<file path="src/hw/rtl/sfb_pkg.sv">
// ----------------------------------------------------------------------------
// sfb_pkg
// Shared types and constants for the stuffed frame builder with checksum.
// ----------------------------------------------------------------------------
package sfb_pkg;

  localparam int FRAME_CAPACITY_DEF = 64;

  localparam int MODE_W   = 2;
  localparam int BYTE_W   = 8;
  localparam int STATUS_W = 2;
  localparam int SUM_W    = 7;

  // A data byte equal to the trigger is followed by the stuffing byte.
  localparam logic [BYTE_W-1:0] STUFF_TRIGGER = 8'hFE;
  localparam logic [BYTE_W-1:0] STUFF_BYTE    = 8'hFF;

  // 0xFE + 3 reduced to the checksum width.
  localparam logic [SUM_W-1:0] CKS_BIAS = 7'h01;

  typedef enum logic [MODE_W-1:0] {
    MODE_CLEAR  = 2'd0,
    MODE_RAW    = 2'd1,
    MODE_DATA   = 2'd2,
    MODE_FINISH = 2'd3
  } sfb_mode_t;

  typedef enum logic [STATUS_W-1:0] {
    ST_OK        = 2'd0,
    ST_OVF_BYTE  = 2'd1,
    ST_OVF_STUFF = 2'd2
  } sfb_status_t;

  typedef struct packed {
    logic              byte_valid;
    logic [BYTE_W-1:0] out_byte;
    sfb_status_t       status;
    logic              last;
  } sfb_item_t;

endpackage

</file>
<file path="src/hw/rtl/sfb_in_if.sv">
// ----------------------------------------------------------------------------
// sfb_in_if
// Command channel of the frame builder: mode and data byte.
// ----------------------------------------------------------------------------
interface sfb_in_if;
  logic                        valid;
  logic                        ready;
  logic [sfb_pkg::MODE_W-1:0]  mode;
  logic [sfb_pkg::BYTE_W-1:0]  data_byte;

  modport source (output valid, output mode, output data_byte, input ready);
  modport sink   (input valid, input mode, input data_byte, output ready);
endinterface

</file>
<file path="src/hw/rtl/sfb_out_if.sv">
// ----------------------------------------------------------------------------
// sfb_out_if
// Result channel of the frame builder: one frame byte or error per item.
// ----------------------------------------------------------------------------
interface sfb_out_if;
  logic                          valid;
  logic                          ready;
  logic                          byte_valid;
  logic [sfb_pkg::BYTE_W-1:0]    out_byte;
  logic [sfb_pkg::STATUS_W-1:0]  status;
  logic                          last;

  modport source (output valid, output byte_valid, output out_byte, output status,
                  output last, input ready);
  modport sink   (input valid, input byte_valid, input out_byte, input status,
                  input last, output ready);
endinterface

</file>
<file path="src/hw/rtl/stuffed_frame_builder_checksum.sv">
// ----------------------------------------------------------------------------
// stuffed_frame_builder_checksum
// Builds a byte-stuffed serial frame with a 7-bit checksum, one command at
// a time, and streams the appended bytes out.
// ----------------------------------------------------------------------------
// Usage:
//   in_ch carries commands: clear, raw byte, stuffed data byte, finish.
//   out_ch carries result items: appended byte or an overflow status, with
//   last set on the final item belonging to a command.
//   A command is processed in the cycle it is accepted; its one or two
//   result items are written into a four-entry output queue and appear
//   on out_ch in order, behind any items still waiting there.
//   Commands with one result are accepted one per cycle while the receiver
//   keeps up; a 0xFE data byte yields two, which the single-item-per-cycle
//   queue read port cannot drain as fast, so in_ch.ready then drops.
//   Clear produces no result item.
//   in_ch.ready is high while the queue has room for two items, so commands
//   keep flowing while earlier results wait for the receiver. When the
//   receiver stalls, the queue fills and in_ch.ready drops; nothing is lost.
//   Reset (rst_n low, synchronous) empties the queue and clears the frame
//   length, running sum and previous byte.
// ----------------------------------------------------------------------------
module stuffed_frame_builder_checksum #(
  parameter int FRAME_CAPACITY = sfb_pkg::FRAME_CAPACITY_DEF
) (
  input  logic         clk,
  input  logic         rst_n,
  sfb_in_if.sink       in_ch,
  sfb_out_if.source    out_ch
);

  localparam int LEN_W   = $clog2(FRAME_CAPACITY + 1);
  localparam int Q_DEPTH = 4;
  localparam int PTR_W   = 2;
  localparam int CNT_W   = 3;

  localparam logic [LEN_W-1:0] CAP_LEN = LEN_W'(FRAME_CAPACITY);

  // Frame state.
  logic [LEN_W-1:0]            len_r, len_nxt;
  logic [sfb_pkg::SUM_W-1:0]   sum_r, sum_nxt;
  logic [sfb_pkg::BYTE_W-1:0]  prev_r, prev_nxt;

  // Output queue.
  sfb_pkg::sfb_item_t q_r [Q_DEPTH];
  logic [PTR_W-1:0]   wr_ptr_r, rd_ptr_r;
  logic [CNT_W-1:0]   cnt_r;

  logic                       accept;
  logic                       pop;
  logic [1:0]                 n_push;
  sfb_pkg::sfb_item_t         item0, item1;
  sfb_pkg::sfb_mode_t         mode;
  logic [sfb_pkg::SUM_W-1:0]  sum1;
  logic [sfb_pkg::SUM_W-1:0]  cks;
  logic [LEN_W-1:0]           len_p1;
  logic                       full;

  assign mode   = sfb_pkg::sfb_mode_t'(in_ch.mode);
  assign accept = in_ch.valid && in_ch.ready;
  assign pop    = out_ch.valid && out_ch.ready;

  assign in_ch.ready = (cnt_r <= CNT_W'(Q_DEPTH - 2));

  assign full   = (len_r >= CAP_LEN);
  assign len_p1 = len_r + LEN_W'(1);
  // The previous byte joins the sum only once a later byte is appended.
  assign sum1   = sum_r + ((len_r != '0) ? prev_r[sfb_pkg::SUM_W-1:0] : '0);
  assign cks    = (len_r >= LEN_W'(2))
                ? (sfb_pkg::CKS_BIAS - sum_r - sfb_pkg::SUM_W'(len_r)) : '0;

  always_comb begin
    len_nxt  = len_r;
    sum_nxt  = sum_r;
    prev_nxt = prev_r;
    n_push   = 2'd0;
    item0    = '{byte_valid: 1'b0, out_byte: '0, status: sfb_pkg::ST_OK, last: 1'b1};
    item1    = item0;
    if (accept) begin
      priority if (mode == sfb_pkg::MODE_CLEAR) begin
        len_nxt  = '0;
        sum_nxt  = '0;
        prev_nxt = '0;
      end else if (full) begin
        n_push        = 2'd1;
        item0.status  = sfb_pkg::ST_OVF_BYTE;
      end else if (mode == sfb_pkg::MODE_FINISH) begin
        n_push           = 2'd1;
        item0.byte_valid = 1'b1;
        item0.out_byte   = {1'b0, cks};
        len_nxt          = len_p1;
        sum_nxt          = sum1;
        prev_nxt         = {1'b0, cks};
      end else if (mode == sfb_pkg::MODE_RAW || in_ch.data_byte != sfb_pkg::STUFF_TRIGGER) begin
        n_push           = 2'd1;
        item0.byte_valid = 1'b1;
        item0.out_byte   = in_ch.data_byte;
        len_nxt          = len_p1;
        sum_nxt          = sum1;
        prev_nxt         = in_ch.data_byte;
      end else begin
        n_push           = 2'd2;
        item0.byte_valid = 1'b1;
        item0.out_byte   = sfb_pkg::STUFF_TRIGGER;
        item0.last       = 1'b0;
        if (len_p1 >= CAP_LEN) begin
          // The trigger byte fits, its stuffing byte does not.
          item1.status = sfb_pkg::ST_OVF_STUFF;
          len_nxt      = len_p1;
          sum_nxt      = sum1;
          prev_nxt     = sfb_pkg::STUFF_TRIGGER;
        end else begin
          item1.byte_valid = 1'b1;
          item1.out_byte   = sfb_pkg::STUFF_BYTE;
          len_nxt          = len_p1 + LEN_W'(1);
          sum_nxt          = sum1 + sfb_pkg::STUFF_TRIGGER[sfb_pkg::SUM_W-1:0];
          prev_nxt         = sfb_pkg::STUFF_BYTE;
        end
      end
    end
  end

  always_ff @(posedge clk) begin
    if (!rst_n) begin
      len_r    <= '0;
      sum_r    <= '0;
      prev_r   <= '0;
      wr_ptr_r <= '0;
      rd_ptr_r <= '0;
      cnt_r    <= '0;
    end else begin
      len_r    <= len_nxt;
      sum_r    <= sum_nxt;
      prev_r   <= prev_nxt;
      wr_ptr_r <= wr_ptr_r + PTR_W'(n_push);
      rd_ptr_r <= rd_ptr_r + PTR_W'(pop);
      cnt_r    <= cnt_r + CNT_W'(n_push) - CNT_W'(pop);
    end
  end

  always_ff @(posedge clk) begin
    if (n_push != 2'd0) begin
      q_r[wr_ptr_r] <= item0;
    end
    if (n_push == 2'd2) begin
      q_r[wr_ptr_r + PTR_W'(1)] <= item1;
    end
  end

  assign out_ch.valid      = (cnt_r != '0);
  assign out_ch.byte_valid = q_r[rd_ptr_r].byte_valid;
  assign out_ch.out_byte   = q_r[rd_ptr_r].out_byte;
  assign out_ch.status     = q_r[rd_ptr_r].status;
  assign out_ch.last       = q_r[rd_ptr_r].last;

`ifndef SYNTHESIS
  a_cnt_bound: assert property (@(posedge clk) disable iff (!rst_n)
    cnt_r <= CNT_W'(Q_DEPTH))
    else $error("output queue count exceeds depth");

  a_ptr_match: assert property (@(posedge clk) disable iff (!rst_n)
    (wr_ptr_r - rd_ptr_r) == cnt_r[PTR_W-1:0])
    else $error("queue pointers disagree with count");

  a_len_bound: assert property (@(posedge clk) disable iff (!rst_n)
    len_r <= CAP_LEN)
    else $error("frame length exceeds capacity");

  a_clear: assert property (@(posedge clk) disable iff (!rst_n)
    accept && mode == sfb_pkg::MODE_CLEAR |=> len_r == '0 && sum_r == '0)
    else $error("clear did not reset frame state");

  a_result_shows: assert property (@(posedge clk) disable iff (!rst_n)
    accept && mode != sfb_pkg::MODE_CLEAR |=> out_ch.valid)
    else $error("accepted command produced no visible result");
`endif

endmodule
</file>
<file path="src/flat_wrapper.sv">
// flat-port wrapper written by rule: the top's interface ports become plain ports
module stuffed_frame_builder_checksum_flat 
#(
  parameter int FRAME_CAPACITY = sfb_pkg::FRAME_CAPACITY_DEF
)
  (clk, rst_n, in_ch_valid, in_ch_mode, in_ch_data_byte, in_ch_ready, out_ch_valid, out_ch_byte_valid, out_ch_out_byte, out_ch_status, out_ch_last, out_ch_ready);
  sfb_in_if in_ch_i ();
  sfb_out_if out_ch_i ();
  input  logic clk;
  input  logic rst_n;
  input wire logic [$bits(in_ch_i.valid)-1:0] in_ch_valid;
  input wire logic [$bits(in_ch_i.mode)-1:0] in_ch_mode;
  input wire logic [$bits(in_ch_i.data_byte)-1:0] in_ch_data_byte;
  output wire logic [$bits(in_ch_i.ready)-1:0] in_ch_ready;
  output wire logic [$bits(out_ch_i.valid)-1:0] out_ch_valid;
  output wire logic [$bits(out_ch_i.byte_valid)-1:0] out_ch_byte_valid;
  output wire logic [$bits(out_ch_i.out_byte)-1:0] out_ch_out_byte;
  output wire logic [$bits(out_ch_i.status)-1:0] out_ch_status;
  output wire logic [$bits(out_ch_i.last)-1:0] out_ch_last;
  input wire logic [$bits(out_ch_i.ready)-1:0] out_ch_ready;
  assign in_ch_i.valid = in_ch_valid;
  assign in_ch_i.mode = in_ch_mode;
  assign in_ch_i.data_byte = in_ch_data_byte;
  assign in_ch_ready = in_ch_i.ready;
  assign out_ch_valid = out_ch_i.valid;
  assign out_ch_byte_valid = out_ch_i.byte_valid;
  assign out_ch_out_byte = out_ch_i.out_byte;
  assign out_ch_status = out_ch_i.status;
  assign out_ch_last = out_ch_i.last;
  assign out_ch_i.ready = out_ch_ready;
  stuffed_frame_builder_checksum #(.FRAME_CAPACITY(FRAME_CAPACITY)) u_core (.clk(clk), .rst_n(rst_n), .in_ch(in_ch_i), .out_ch(out_ch_i));
endmodule
</file>
<file path="config.mk">
export PLATFORM = sky130hd
export DESIGN_NAME = stuffed_frame_builder_checksum_flat
export DESIGN_NICKNAME = d
export VERILOG_FILES = /design/src/hw/rtl/sfb_pkg.sv /design/src/hw/rtl/sfb_in_if.sv /design/src/hw/rtl/sfb_out_if.sv /design/src/hw/rtl/stuffed_frame_builder_checksum.sv /design/src/flat_wrapper.sv
export SDC_FILE = /design/constraint.sdc
export NUM_CORES = 1
export LEC_CHECK = 0
export ABC_CLOCK_PERIOD_IN_PS = 7740
export BUFFER_PORTS_ARGS = -buffer_cell sky130_fd_sc_hd__buf_2
export CAP_MARGIN = 20
export CORE_ASPECT_RATIO = 1.75
export CORE_MARGIN = 2
export CORE_UTILIZATION = 35
export CTS_CLUSTER_SIZE = 10
export DETAILED_ROUTE_END_ITERATION = 10
export HOLD_SLACK_MARGIN = 0.12
export SLEW_MARGIN = 20
export SYNTH_ARGS = -nofsm -noshare
export SYNTH_HDL_FRONTEND = slang
export SYNTH_SLANG_ARGS = --single-unit
</file>
<file path="constraint.sdc">
create_clock -name clk -period 7.74 [get_ports clk]
set_clock_uncertainty 0.2 [all_clocks]
set_input_delay 0.387 -clock clk [delete_from_list [all_inputs] [get_ports clk]]
set_output_delay 0.387 -clock clk [all_outputs]
set_load 0.01 [all_outputs]
</file>
* After elaboration in Yosys (flattened, before gate mapping)
Memories as Yosys holds them, arrays and structs flattened. A register that Yosys moved wholly into a read port is not among the register bits. Index checks and enable logic that the tools add are counted.
Cells by class: add/sub/neg operators 11, $lt $le $gt $ge 4, equality and inequality tests 5, mux-type cells 43, reduce and logical (&&, ||, !) cells 8
Operators with widths (number):
- two-way mux 7 bit | 16
- two-way mux 11 bit | 5
- two-way mux 9 bit | 3
- two-way mux 12 bit | 2
- adder 7 x 1 -> 7 bit (second input constant) | 2
- greater-or-equal comparator 7 bit (second input constant) | 2
- two-way mux 2 bit | 7
- two-way mux 1 bit | 9
- two-way mux 8 bit | 1
- inequality test 8 bit (second input constant) | 1
- adder 7 bit | 1
- adder 7 bit (second input constant) | 1
- greater-or-equal comparator 7 x 2 -> 1 bit (second input constant) | 1
- nonzero test 7 bit | 1
- subtractor 1 x 7 -> 7 bit (first input constant) | 1
- subtractor 7 bit | 1
- == test 2 bit (second input constant) | 2
- adder 3 x 2 -> 3 bit | 1
- <= comparator 3 x 2 -> 1 bit (second input constant) | 1
- nonzero test 3 bit | 1
- subtractor 3 x 1 -> 3 bit | 1
- adder 2 x 1 -> 2 bit | 1
- adder 2 x 1 -> 2 bit (second input constant) | 1
- adder 2 bit | 1
- other kinds (7) | 8
Storage, ports and cells: register bits 28, RAM bits 48, input port bits 14, output and inout port bits 14, word-level logic and storage cells 78, memories kept 1
Memories:
- u_core.q_r | words 4, bits a word 12, rd ports 1, clocked after Yosys merged registers in 1, write ports 2, line stuffed_frame_builder_checksum.sv:45 | sfb_pkg::sfb_item_t q_r [Q_DEPTH];

* Longest topological paths before layout
depth in word-level cells 10, mapped depth 13, depth with buffers taken out 13

* Worst setup path after synthesis
OpenSTA, ideal clock, no wires.
path kind input port to flip-flop, start input port in_ch_mode[0], end register u_core.cnt_r[2], library setup time 0.115 ns, data arrival time 2.501 ns, data required time 7.425 ns, setup slack 4.924 ns, cell stages on the path 11, path buffers 1, cell sequence inv_1 > ha_1 > nand3b_2 > nor2_1 > buf_2 > nand2_1 > ha_1 > fa_1 > xor2_1 > xnor2_1 > and2_1
Between the ends: cells in the longest elaborated chain, start to end 9, elaborated cells between the ends (all ways) 11, those cells by class add/sub: 2; eq/ne: 2; mux: 5; reduce/logical: 2
Ends and longest elaborated chain:
- from (decl) | line flat_wrapper.sv:12 | input wire logic [$bits(in_ch_i.mode)-1:0] in_ch_mode;
- == test 2 x 1 -> 1 bit | line stuffed_frame_builder_checksum.sv:94 | end else if (mode == sfb_pkg::MODE_RAW || in_ch.data_byte != sfb_pkg::STUFF_TRIGGER) begin
- logical OR 1 bit | line stuffed_frame_builder_checksum.sv:94
- two-way mux 2 bit | line stuffed_frame_builder_checksum.sv:94
- two-way mux 2 bit | line stuffed_frame_builder_checksum.sv:87 | end else if (mode == sfb_pkg::MODE_FINISH) begin
- two-way mux 2 bit | line stuffed_frame_builder_checksum.sv:84 | end else if (full) begin
- two-way mux 2 bit (*) | line stuffed_frame_builder_checksum.sv:80 | priority if (mode == sfb_pkg::MODE_CLEAR) begin
- two-way mux 2 bit (*) | line stuffed_frame_builder_checksum.sv:79 | if (accept) begin
- adder 3 x 2 -> 3 bit (*) | line stuffed_frame_builder_checksum.sv:137 | cnt_r <= cnt_r + CNT_W'(n_push) - CNT_W'(pop);
- subtractor 3 x 1 -> 3 bit (*) | line stuffed_frame_builder_checksum.sv:137
- to (signal assigned) | line stuffed_frame_builder_checksum.sv:137
- to (decl) | line stuffed_frame_builder_checksum.sv:47 | logic [CNT_W-1:0] cnt_r;
Mark *: on every way between the ends. The rest lies on a longest branch, timed or not. A chain may end at the register's enable or synchronous reset.

* Final worst setup path
start register u_core.len_r[0], end register u_core.sum_r[6] in the netlist's numbering
Between the ends: cells in the longest elaborated chain, start to end 9, elaborated cells between the ends (all ways) 14, those cells by class add/sub: 3; order compare: 2; eq/ne: 1; mux: 6; reduce/logical: 2
Ends and longest elaborated chain:
- from (decl) | line stuffed_frame_builder_checksum.sv:40 | logic [LEN_W-1:0] len_r, len_nxt;
- from (signal assigned) | line stuffed_frame_builder_checksum.sv:132 | len_r <= len_nxt;
- nonzero test 7 bit | line stuffed_frame_builder_checksum.sv:68 | assign sum1 = sum_r + ((len_r != '0) ? prev_r[sfb_pkg::SUM_W-1:0] : '0);
- two-way mux 7 bit | line stuffed_frame_builder_checksum.sv:68
- adder 7 bit | line stuffed_frame_builder_checksum.sv:68
- adder 7 bit | line stuffed_frame_builder_checksum.sv:116 | sum_nxt = sum1 + sfb_pkg::STUFF_TRIGGER[sfb_pkg::SUM_W-1:0];
- two-way mux 7 bit | line stuffed_frame_builder_checksum.sv:106 | if (len_p1 >= CAP_LEN) begin
- two-way mux 7 bit | line stuffed_frame_builder_checksum.sv:94
- two-way mux 7 bit | line stuffed_frame_builder_checksum.sv:87
- two-way mux 7 bit | line stuffed_frame_builder_checksum.sv:84
- two-way mux 7 bit | line stuffed_frame_builder_checksum.sv:80
- to (signal assigned) | line stuffed_frame_builder_checksum.sv:133 | sum_r <= sum_nxt;
- to (decl) | line stuffed_frame_builder_checksum.sv:41 | logic [sfb_pkg::SUM_W-1:0] sum_r, sum_nxt;
Parallel ways exist; a longest one is shown, timed or not. The select of a mux whose other input is x is not followed.

==> key figures <==
Worst setup path
  – Worst Path Required: 7.76 ns
  – Worst reg2reg endpoint: u_core.sum_r[6]$_SDFFE_PN0P_
  – Arrival time at the worst endpoint: 3.18 ns
  – Worst-path cell with the longest stage delay: dfxtp_1
  – Buf/Inv on CP: 2
  – Critical path cell sequence: inv_1 -> ha_1 -> nand3_1 -> and2_1 -> ha_1 -> inv_1 -> fa_1 -> xor2_1 -> and2_1 -> nand4_1 -> nor4_1 -> xnor2_1 -> o21ai_1
  – RR Startpoint: u_core.len_r[0]$_SDFFE_PN0P_
  – CP max stage delay: 0.48 ns
  – Crit end category: register
  – Reg2reg setup slack: about 4.6 ns
  – CP Max Fanout: 8
  – R2R depth: 13
  – Delay-heaviest family, CP: simple AND/OR/NAND/NOR gates
  – Crit. path cell count: 13
  – Type of origin of the critical path: register
  – CP Class: register to register

Synth
  – Number of synthesized register bits: 76
  – EDFF count, synth: 40
  – Asr flop ratio synth: 0%
  – Register area share after synthesis: between 40 and 50%
  – Synth area leaders: edfxtp_1, dfxtp_1, ha_1
  – Synthesized area per cell: 10.2 um^2
  – Cell Area, Synth: about 0.0045 mm^2
  – Top-area cell type share of the netlist area: 26.6%
  – Ys Warns: 0
  – Synth cell count leaders: nor2_1, edfxtp_1, dfxtp_1, nand2_1, ha_1
  – Post-synth top area cell: edfxtp_1
  – Most common cell in the netlist: nor2_1
  – Ys flop type: edfxtp_1
  – Cells after Synth: 443
  – Net Count, Synth: approximately 490
  – Netlist cell types: 60

Job
  – Max-cap viol count: 0

Floorplan
  – Io pins: 28
  – Initial Util: between 30% and 40%
  – Core ar.: about 0.012 mm^2
  – Num rows: 54
  – Die Y: roughly 150 um
  – Die span in x: 89.8 um
  – Total die area: about 0.014 mm^2

Route
  – WL/cell: between 15 and 20 um
  – ANT nets after route: 0
  – Total number of vias: 3315
  – Wirelength, routed: 10800 um
  – Starting DRT DRC Count: 136
  – First-pass iteration count of the detailed router: 5
  – Residual DRC: 0
  – DR vias/cell: 5.18

Cells and area
  – Area growth syn-to-layout: 13.1%
  – Multi-input logic area: between 0.002 and 0.0025 mm^2
  – Layout Utilization: 40.8%
  – Nets: between 500 and 600
  – Non-filler cells, final: 640
  – FF+latch area: around 0.0019 mm^2
  – Layout cell share with drive strength beyond 1: between 10% and 20%
  – Final antenna diode count: 0
  – Fillers: roughly 1200
  – Post-Layout Inst Area: slightly above 0.005 mm^2

Clocking
  – Cts bufs inserted: 9
  – Post-CTS setup buffers: 0
  – Clk sink count: 76
  – Clock transition at the registers of the reported paths: 0.06 ns
  – Root buffer cell: clkbuf_16
  – Number of hold buffers added after CTS: 0
  – Clk buf depth: 2
  – Resize count post-CTS: 0
  – CTS tree: done
  – Max H-tree Level: 3
  – Clk_lat worst skew: about 0.34 ns

Worst hold path
  – Hold Crit Depth: 2
  – HP Class: register to register
  – WHS Endpoint: u_core.prev_r[6]$_SDFFE_PN0P_
  – Hold Path Origin: u_core.prev_r[6]$_SDFFE_PN0P_

Placed design
  – Routability-driven placement congestion ratio: roughly 0.86
  – DP HPWL: about 8800 um
  – IO buf count: 27
  – Pre-CTS WS: roughly 4.3 ns
  – Post-Place Cells: between 600 and 700
  – Post-DP Area: around 0.0048 mm^2

STA
  – Crit path time final: approximately 3.2 ns
  – Worst hold margin: 0.255 ns
  – Fin crit share: about two fifths
  – Max-slew violations: 0
  – Fmax: approximately 320 MHz
  – Setup TNS: 0 ns
  – Final Hold Vio Count: 0
  – Slew margin rel.: between 30 and 40%
  – Final worst setup slack: 4.58 ns
  – Setup Viol. Count Final: 0
  – RSZ-0062 raised after global routing: false
  – Worst-Margin Slew: 0.962 ns

Pwr
  – VDD IR max: roughly 0.085 mV
  – Pwr per Cell Area: 253 mW/mm^2
  – Pleak: about 1.9 nW
  – Total power: approximately 1.3 mW

Global route
  – Vias in the first global route: between 3000 and 4000
  – Gr usage total: 16.3%
  – First-pass GRT wire length: ~18000 um
  – GRT overflow: 0
  – Largest net degree at the start of global routing: 22
  – Initial antenna violation count: 0

Run status
  – Status: finished clean
worst register-to-register path, delay by kind of cell, from the launching register on:
family / cells / cell delay, ns
and+or+nand+nor: 5 / 0.87
adders and majority gates: 3 / 0.83
DFF: 1 / 0.48
xor gates and xnor gates: 2 / 0.39
buffers and inverters: 2 / 0.22
AOI/OAI and AO/OA: 1 / 0.06
area by class of cell:
class | count | area share, %
multi-input cells | 324 | 47.4
flip-flops and latches | 76 | 37.7
clock buffers | 11 | 4.76
well taps | 168 | 4.12
repair buffers | 28 | 2.79
inverters | 28 | 2.06
clock inverters | 5 | 1.23
cell families after synthesis:
family / share of synthesized area (%)
AOI/OAI and AO/OA: 12.4
DFF: 42.6
buffers and inverters: 3.77
xor gates and xnor gates: 5.24
and+or+nand+nor: 18.8
adders and majority gates: 10.5
muxes: 6.66
flip-flops by register name, indices dropped and copies added (netlist names):
| signal | flops |
|---|---|
| u_core.q_r | 48 |
| u_core.len_r | 7 |
| u_core.prev_r | 7 |
| u_core.sum_r | 7 |
| u_core.cnt_r | 3 |
| u_core.rd_ptr_r | 2 |
| u_core.wr_ptr_r | 2 |
report_power, final:
group / switching, mW / leakage, nW / internal (mW)
clock: 0.165 / 0.142 / 0.259
sequential: 0.0577 / 0.642 / 0.481
combinational: 0.170 / 1.09 / 0.160
total: 0.393 / 1.87 / 0.901
worst max-delay path by stage:
stage / start / endpoint / slack (ns)
after detailed placement: in_ch_mode[0] / u_core.cnt_r[2]$_SDFF_PN0_ / 4.26
after global placement: in_ch_mode[0] / u_core.cnt_r[2]$_SDFF_PN0_ / 4.39
after floorplan: in_ch_mode[0] / u_core.cnt_r[2]$_SDFF_PN0_ / 4.92
after CTS: u_core.len_r[0]$_SDFFE_PN0P_ / u_core.sum_r[5]$_SDFFE_PN0P_ / 4.54
after global routing: u_core.len_r[0]$_SDFFE_PN0P_ / u_core.sum_r[5]$_SDFFE_PN0P_ / 4.29
final: u_core.len_r[0]$_SDFFE_PN0P_ / u_core.sum_r[6]$_SDFFE_PN0P_ / 4.58
routing by layer:
layer	part of all wire (%)	vias to the layer above	GRT usage, %
li1	-	1634	-
met2	59	73	33.2
met5	0	-	0
met1	34	1584	14.9
met4	3.8	0	8.57
met3	3.1	24	3.07
placed cells by master, fill, tap and decap left out, types with 16 or more instances in the layout:
cell type  Yosys  final
nor2_1        45     45
edfxtp_1      40     40
dfxtp_1       36     36
nand2_1       34     34
ha_1          33     33
inv_1         28     28
o21ai_0       28     28
buf_2          4     27
and2_1        19     19
a21oi_1       16     16
xnor2_1       16     16
Power figures use the tool's default switching activity.
